File: src/design/mjmp_pkg.sv
package mjmp_pkg;

  localparam int JCB_DEF = 16;
  localparam int JCB_MAX = 32;

  localparam logic [31:0] MOD_FIRST  = 32'd4294967087;
  localparam logic [31:0] MOD_SECOND = 32'd4294944443;
  // 2^32 - modulus, used for folding the high half back in
  localparam logic [14:0] FOLD_FIRST  = 15'd209;
  localparam logic [14:0] FOLD_SECOND = 15'd22853;

  localparam logic FUNC_LOAD = 1'b0;
  localparam logic FUNC_JUMP = 1'b1;
  localparam logic [2:0] WORD_LAST = 3'd5;

  typedef struct packed {
    logic               is_jump;
    logic [2:0]         idx;
    logic [31:0]        word;
    logic [JCB_MAX-1:0] count;
  } cmd_t;

  function automatic logic [31:0] jump_coef(input logic comp, input logic [1:0] r,
                                            input logic [1:0] c);
    logic [31:0] v;
    v = 32'd0;
    case ({comp, r, c})
      5'b0_00_00: v = 32'd2427906178;
      5'b0_00_01: v = 32'd3580155704;
      5'b0_00_10: v = 32'd949770784;
      5'b0_01_00: v = 32'd226153695;
      5'b0_01_01: v = 32'd1230515664;
      5'b0_01_10: v = 32'd3580155704;
      5'b0_10_00: v = 32'd1988835001;
      5'b0_10_01: v = 32'd986791581;
      5'b0_10_10: v = 32'd1230515664;
      5'b1_00_00: v = 32'd1464411153;
      5'b1_00_01: v = 32'd277697599;
      5'b1_00_10: v = 32'd1610723613;
      5'b1_01_00: v = 32'd32183930;
      5'b1_01_01: v = 32'd1464411153;
      5'b1_01_10: v = 32'd1022607788;
      5'b1_10_00: v = 32'd2824425944;
      5'b1_10_01: v = 32'd32183930;
      5'b1_10_10: v = 32'd2093834863;
      default:    v = 32'd0;
    endcase
    return v;
  endfunction

endpackage

File: src/design/mjmp_front.sv
module mjmp_front #(
  parameter int JUMP_COUNT_BITS = mjmp_pkg::JCB_DEF
) (
  input  logic                       clk,
  input  logic                       rst_n,
  input  logic                       in_valid,
  output logic                       in_stall,
  input  logic                       in_func,
  input  logic [2:0]                 in_word_index,
  input  logic [31:0]                in_seed_word,
  input  logic [JUMP_COUNT_BITS-1:0] in_jump_count,
  output logic                       q_valid,
  input  logic                       q_pop,
  output mjmp_pkg::cmd_t             q_cmd
);
  import mjmp_pkg::*;

  cmd_t       ent_r [2];
  logic       wp_r, wp_nxt, rp_r, rp_nxt;
  logic [1:0] cnt_r, cnt_nxt;
  logic       acc, push;
  cmd_t       cmd;

  assign in_stall = (cnt_r == 2'd2);
  assign acc      = in_valid && !in_stall;

  // loads to a word that does not exist are dropped here
  always_comb begin
    cmd.is_jump = (in_func == FUNC_JUMP);
    cmd.idx     = in_word_index;
    cmd.word    = in_seed_word;
    cmd.count   = JCB_MAX'(in_jump_count);
  end
  assign push = acc && (cmd.is_jump || in_word_index <= WORD_LAST);

  assign q_valid = (cnt_r != 2'd0);
  assign q_cmd   = ent_r[rp_r];

  always_comb begin
    wp_nxt  = wp_r ^ push;
    rp_nxt  = rp_r ^ q_pop;
    cnt_nxt = cnt_r + {1'b0, push} - {1'b0, q_pop};
  end

  always_ff @(posedge clk) begin
    if (!rst_n) begin
      wp_r  <= 1'b0;
      rp_r  <= 1'b0;
      cnt_r <= 2'd0;
    end else begin
      wp_r  <= wp_nxt;
      rp_r  <= rp_nxt;
      cnt_r <= cnt_nxt;
    end
  end

  always_ff @(posedge clk) begin
    if (push) ent_r[wp_r] <= cmd;
  end

endmodule

File: src/design/mjmp_back.sv
module mjmp_back #(
  parameter int JUMP_COUNT_BITS = mjmp_pkg::JCB_DEF
) (
  input  logic           clk,
  input  logic           rst_n,
  input  logic           q_valid,
  output logic           q_pop,
  input  mjmp_pkg::cmd_t q_cmd,
  output logic           out_valid,
  input  logic           out_stall,
  output logic [2:0]     out_index,
  output logic [31:0]    out_state_word,
  output logic           out_last
);
  import mjmp_pkg::*;

  localparam logic [2:0] S_IDLE = 3'd0;
  localparam logic [2:0] S_MUL  = 3'd1;
  localparam logic [2:0] S_RED1 = 3'd2;
  localparam logic [2:0] S_RED2 = 3'd3;
  localparam logic [2:0] S_RED3 = 3'd4;
  localparam logic [2:0] S_ACC  = 3'd5;
  localparam logic [2:0] S_EMIT = 3'd6;

  logic [2:0]                 st_r, st_nxt;
  logic [31:0]                word_r [6];
  logic [31:0]                nv_r [3];
  logic                       comp_r;
  logic [1:0]                 row_r, col_r;
  logic [2:0]                 k_r;
  logic [JUMP_COUNT_BITS-1:0] cnt_r;
  logic [63:0]                prod_r;
  logic [47:0]                y_r;
  logic [32:0]                z_r;
  logic [31:0]                zr_r, acc_r;
  logic                       ov_r;
  logic [2:0]                 oi_r;
  logic [31:0]                ow_r;
  logic                       ol_r;

  logic [2:0]  rd_idx;
  logic [31:0] rd_word, modv, acc_new;
  logic [14:0] fold;
  logic [32:0] sum;
  logic        out_free;

  assign modv   = comp_r ? MOD_SECOND : MOD_FIRST;
  assign fold   = comp_r ? FOLD_SECOND : FOLD_FIRST;
  assign rd_idx = (st_r == S_EMIT) ? k_r : ((comp_r ? 3'd3 : 3'd0) + {1'b0, col_r});
  assign rd_word = word_r[rd_idx];
  assign sum     = {1'b0, acc_r} + {1'b0, zr_r};
  assign acc_new = (sum >= {1'b0, modv}) ? 32'(sum - {1'b0, modv}) : sum[31:0];
  assign out_free = !ov_r || !out_stall;

  assign q_pop = (st_r == S_IDLE) && q_valid;

  assign out_valid      = ov_r;
  assign out_index      = oi_r;
  assign out_state_word = ow_r;
  assign out_last       = ol_r;

  always_comb begin
    st_nxt = st_r;
    unique case (st_r)
      S_IDLE: begin
        if (q_valid && q_cmd.is_jump) begin
          st_nxt = (q_cmd.count[JUMP_COUNT_BITS-1:0] == '0) ? S_EMIT : S_MUL;
        end
      end
      S_MUL:  st_nxt = S_RED1;
      S_RED1: st_nxt = S_RED2;
      S_RED2: st_nxt = S_RED3;
      S_RED3: st_nxt = S_ACC;
      S_ACC: begin
        if (col_r == 2'd2 && row_r == 2'd2 && comp_r && cnt_r == JUMP_COUNT_BITS'(1)) begin
          st_nxt = S_EMIT;
        end else begin
          st_nxt = S_MUL;
        end
      end
      S_EMIT: if (out_free && k_r == WORD_LAST) st_nxt = S_IDLE;
      default: st_nxt = S_IDLE;
    endcase
  end

  always_ff @(posedge clk) begin
    if (!rst_n) begin
      st_r   <= S_IDLE;
      ov_r   <= 1'b0;
      comp_r <= 1'b0;
      row_r  <= 2'd0;
      col_r  <= 2'd0;
      k_r    <= 3'd0;
      acc_r  <= 32'd0;
      for (int i = 0; i < 6; i++) word_r[i] <= 32'd0;
    end else begin
      st_r <= st_nxt;
      if (st_r == S_EMIT && out_free) ov_r <= 1'b1;
      else if (ov_r && !out_stall) ov_r <= 1'b0;
      case (st_r)
        S_IDLE: begin
          if (q_valid) begin
            if (q_cmd.is_jump) begin
              cnt_r  <= q_cmd.count[JUMP_COUNT_BITS-1:0];
              comp_r <= 1'b0;
              row_r  <= 2'd0;
              col_r  <= 2'd0;
              k_r    <= 3'd0;
              acc_r  <= 32'd0;
            end else begin
              word_r[q_cmd.idx] <= q_cmd.word;
            end
          end
        end
        S_MUL:  prod_r <= 64'(jump_coef(comp_r, row_r, col_r)) * 64'(rd_word);
        S_RED1: y_r <= 48'(prod_r[63:32]) * 48'(fold) + 48'(prod_r[31:0]);
        S_RED2: z_r <= 33'(y_r[47:32]) * 33'(fold) + 33'(y_r[31:0]);
        S_RED3: zr_r <= (z_r >= {1'b0, modv}) ? 32'(z_r - {1'b0, modv}) : z_r[31:0];
        S_ACC: begin
          if (col_r != 2'd2) begin
            acc_r <= acc_new;
            col_r <= col_r + 2'd1;
          end else begin
            acc_r <= 32'd0;
            col_r <= 2'd0;
            nv_r[row_r] <= acc_new;
            if (row_r != 2'd2) begin
              row_r <= row_r + 2'd1;
            end else begin
              row_r <= 2'd0;
              // component finished: commit its three new words
              word_r[comp_r ? 3'd3 : 3'd0] <= nv_r[0];
              word_r[comp_r ? 3'd4 : 3'd1] <= nv_r[1];
              word_r[comp_r ? 3'd5 : 3'd2] <= acc_new;
              comp_r <= !comp_r;
              if (comp_r) cnt_r <= cnt_r - JUMP_COUNT_BITS'(1);
            end
          end
        end
        S_EMIT: begin
          if (out_free) begin
            oi_r <= k_r;
            ow_r <= rd_word;
            ol_r <= (k_r == WORD_LAST);
            k_r  <= k_r + 3'd1;
          end
        end
        default: ;
      endcase
    end
  end

endmodule

File: src/design/mrg32k3a_stream_jump_unit.sv
// Channel | Ports                                              | Direction
// input   | in_valid/in_stall, in_func, in_word_index,         | in
//         | in_seed_word, in_jump_count                        |
// result  | out_valid/out_stall, out_index, out_state_word,    | out
//         | out_last                                           |
//
// Operation: a load is written into its state word in the back end. A jump
//   is taken from the queue, then runs 18 multiply-accumulates per advance,
//   each through the MUL, RED1, RED2, RED3 and ACC states on the single
//   shared mod-multiply unit, and then emits the six state words.
// Reset: rst_n, synchronous, active low; clears the six state words.
// Stalls: a two-entry queue parts the front from the back, so inputs keep
//   transferring while a jump runs until both entries are taken; the result
//   register holds under out_stall.
module mrg32k3a_stream_jump_unit #(
  parameter int JUMP_COUNT_BITS = mjmp_pkg::JCB_DEF
) (
  input  logic                       clk,
  input  logic                       rst_n,
  input  logic                       in_valid,
  output logic                       in_stall,
  input  logic                       in_func,
  input  logic [2:0]                 in_word_index,
  input  logic [31:0]                in_seed_word,
  input  logic [JUMP_COUNT_BITS-1:0] in_jump_count,
  output logic                       out_valid,
  input  logic                       out_stall,
  output logic [2:0]                 out_index,
  output logic [31:0]                out_state_word,
  output logic                       out_last
);
  import mjmp_pkg::*;

  logic q_valid, q_pop;
  cmd_t q_cmd;

  // front: decode and queue
  mjmp_front #(.JUMP_COUNT_BITS(JUMP_COUNT_BITS)) u_front (
    .clk, .rst_n, .in_valid, .in_stall, .in_func, .in_word_index,
    .in_seed_word, .in_jump_count, .q_valid, .q_pop, .q_cmd
  );

  // back: state words, modular matrix engine, result register
  mjmp_back #(.JUMP_COUNT_BITS(JUMP_COUNT_BITS)) u_back (
    .clk, .rst_n, .q_valid, .q_pop, .q_cmd, .out_valid, .out_stall,
    .out_index, .out_state_word, .out_last
  );

endmodule
File: config.mk
export PLATFORM = sky130hd
export DESIGN_NAME = mrg32k3a_stream_jump_unit
export DESIGN_NICKNAME = d
export VERILOG_FILES = /design/src/design/mjmp_pkg.sv /design/src/design/mjmp_front.sv /design/src/design/mjmp_back.sv /design/src/design/mrg32k3a_stream_jump_unit.sv
export SDC_FILE = /design/constraint.sdc
export NUM_CORES = 2
export LEC_CHECK = 0
export BUFFER_PORTS_ARGS = -buffer_cell sky130_fd_sc_hd__buf_4
export CAP_MARGIN = 10
export CELL_PAD_IN_SITES_DETAIL_PLACEMENT = 1
export CELL_PAD_IN_SITES_GLOBAL_PLACEMENT = 1
export CORE_ASPECT_RATIO = 1.25
export CORE_MARGIN = 5
export CORE_UTILIZATION = 40
export CTS_CLUSTER_SIZE = 10
export DETAILED_ROUTE_END_ITERATION = 10
export PLACE_DENSITY = 0.7
export RECOVER_POWER = 100
export SYNTH_ARGS = -nofsm -noshare
export SYNTH_HDL_FRONTEND = slang
export SYNTH_SLANG_ARGS = --single-unit
File: constraint.sdc
create_clock -name clk -period 11.6 [get_ports clk]
set_input_delay 3.48 -clock clk [delete_from_list [all_inputs] [get_ports clk]]
set_output_delay 3.48 -clock clk [all_outputs]
set_load 0.01 [all_outputs]
==> results.ini <==
[status]
status = complete, but fails checks
violations = max-capacitance violations, max-slew violations

[timing]
fmax_mhz = 89.0
rsz0062_at_grt = no
fin_crit_sh_pct = 96.9
drv_slew = 920
slew_headroom_pct = -143
max_slew.worst_pin.slew_ns = 3.65
finalSetupViolCount = 0
fin_setup_tns_ns = 0
finalCriticalPeriod_ns = 11.24
final-hold-violation-count = 0
skew_ns = 0.0640

[clock_network]
cts_hold_buf = 0
postCtsSetupBuffers = 0
cts_buffers = 87
post_cts_resized = 0
htreeDepth = 3
clock-sinks = 702
cts_tree = built
clock_path_buffers = 3
clock_latency_ns = 0.75
clk_pin_slew_ns = 0.06
clockRootBuffer = clkbuf_16

[logic_synthesis]
synthFlopType = edfxtp_1
synth_cell_types = 92
yosys.cell_count.top_type = inv_1
synthCells = 7871
synthTopCellsByCount = inv_1, fa_1, nor2_1
ys.warnings.count = 0
synth.avg_cell_area_um2 = 10.1
synth_largest_area_cell = fa_1
synth_enable_flop_cells = 653
netlist.area_leader.share_pct = 30.0
ys_seq_area_share_pct = 25.8
async_reset_ff_share_pct = 0
synth-seq-cells = 702
synth_area_um2 = 79800
synth.top_cells.by_area = fa_1, edfxtp_1, ha_1

[layout]
layout.cells.non_filler = 10548
postLayoutCoreUtil_pct = 43.6
area_delta_synth_final_pct = 8.57
nets = 9886
drive_above_1_share_pct = 6.19

[worst_setup_path]
end_kind = flip-flop
crit_arrival_ns = 11.72
path_common_cell = fa_1
reg2reg_depth = 32
worstReg2RegStart = u_back.st_r[2]$_SDFFE_PN0P_
rr_endpoint = u_back.prod_r[62]$_DFFE_PP_
worstSetupStartpoint = u_back.st_r[2]$_SDFFE_PN0P_
reg2reg_slack_ns = 0.36
critPathSlowestCell = clkinv_1
path_max_fanout = 44
required_ns = 12.08
crit_type = reg2reg
cp-start-kind = flip-flop
cpPeakStageDelay_ns = 0.63

[route]
routedWlPerCell_um = 26.0
antenna_left = 0
vias = 58114
wirelength_um = 274000
drc = 0
drt_iter0_markers = 3704
dr.pass1.iters = 5
drt-vias-per-instance = 5.51

[placed_design]
routabilityCongestion = 0.990
io_buffers = 93
dp_hpwl_um = 218000
post-place-cells = 10390

[grt]
antenna_found_initial = 20
gr-total-overflow = 0
grt_pass1_wl_um = 413000
grt_pass1_vias = 65733
grt_max_degree = 173
grt_use_total_pct = 26.4

[hold_path]
min_to = u_back.acc_r[8]$_SDFFE_PN0P_
min_from = u_back.acc_r[8]$_SDFFE_PN0P_
hold_class = reg2reg
hold-path-cell-count = 2

[flow_run]
drv_cap = 25

[floorplanning]
die_width_um = 409
die_h_um = 509
initial_core_util_pct = 40.1
die-area_um2 = 209000
ios = 94
num_rows = 183
core_region_area_um2 = 199000

==> state kept, by name, summed over array words and instances (netlist names), 2 cells and up, named ones only <==
name / cells
u_back.prod_r: 64
u_front.ent_r: 104
u_back.cnt_r: 16
u_back.row_r: 2
u_back.out_index: 3
u_back.st_r: 3
u_back.word_r: 256
u_back.z_r: 33
u_back.col_r: 2
u_back.zr_r: 32
u_back.nv_r: 64
u_back.y_r: 48
u_back.k_r: 3
u_back.out_state_word: 32
u_back.acc_r: 32
u_front.cnt_r: 2
==> cell families (layout without fill, tap and decap cells) <==
| kind of cell | after synthesis | after routing | synth area share, % |
|---|---|---|---|
| AO/OA/AOI/OAI | 886 | 886 | 6.93 |
| XOR/XNOR | 224 | 224 | 2.49 |
| adder cells (fa/ha/maj) | 1940 | 1940 | 41.7 |
| buffers and inverters | 1907 | 1981 | 9.03 |
| flip-flops | 702 | 702 | 25.8 |
| multiplexers | 162 | 162 | 3.06 |
| other | 2 | 15 | 0.00941 |
| AND/OR/NAND/NOR | 2048 | 2048 | 11.0 |
==> worst max-delay path by stage <==
stage / endpoint / slack (ns) / depth (start not counted)
2_1_floorplan: u_back.prod_r[0]$_DFFE_PP_ / 0.36 / 4
3_3_place_gp: u_back.prod_r[63]$_DFFE_PP_ / 0.46 / 32
3_5_place_dp: u_back.prod_r[62]$_DFFE_PP_ / 0.38 / 35
4_1_cts: u_back.prod_r[61]$_DFFE_PP_ / 0.33 / 32
5_1_grt: u_back.prod_r[61]$_DFFE_PP_ / 0.07 / 32
6_report: u_back.prod_r[62]$_DFFE_PP_ / 0.36 / 32
==> worst max-delay path, delay by kind of cell, from the launching register on <==
family	cells	cell delay, ns
mux	3	1.37
fa+ha+maj	9	4.36
compound gates	11	2.59
buf+inv	5	1.13
simple gates	3	0.82
flops	1	0.52
xor+xnor	1	0.16
==> cell usage in the layout (no fill, tap or decap), types with 79 or more instances in the layout <==
master / count
buf_4: 142
nor2b_1: 79
edfxtp_1: 653
xnor2_1: 145
nand2_1: 748
inv_1: 1544
o21ai_0: 218
a21oi_1: 251
fa_1: 1197
nor2_1: 843
clkbuf_16: 87
a21o_1: 94
ha_1: 743
clkbuf_1: 130
==> through the flow <==
step	hold slack, ns	cell area [µm²]	setup WS (ns)
after floorplan	0.432	79800	0.363
after global placement	0.447	84300	0.463
after detailed placement	0.460	84300	0.379
after CTS	0.474	87000	0.334
after global routing	0.500	86600	0.0739
final	0.475	86600	0.362
==> per-layer routing <==
layer | up-vias | track usage [%] | routed length, µm
met2 | 1913 | 46.3 | 136000
li1 | 25027 | - | -
met3 | 732 | 4.17 | 16200
met5 | - | 0 | 77
met1 | 30430 | 31.1 | 104000
met4 | 12 | 14.5 | 18000
==> final cells by class <==
cell class	instances	area, µm²
flip-flops and latches	702	20600
well taps	2590	3240
diodes	9	22.5
repair buffers	269	1740
inverters	1564	5870
multi-input cells	5266	52400
clock buffers	125	2330
clock inverters	23	377
fillers	22141	112000
Power is not shown: default switching activity piles up to over one toggle a cycle in this logic, so the estimate is an artifact.
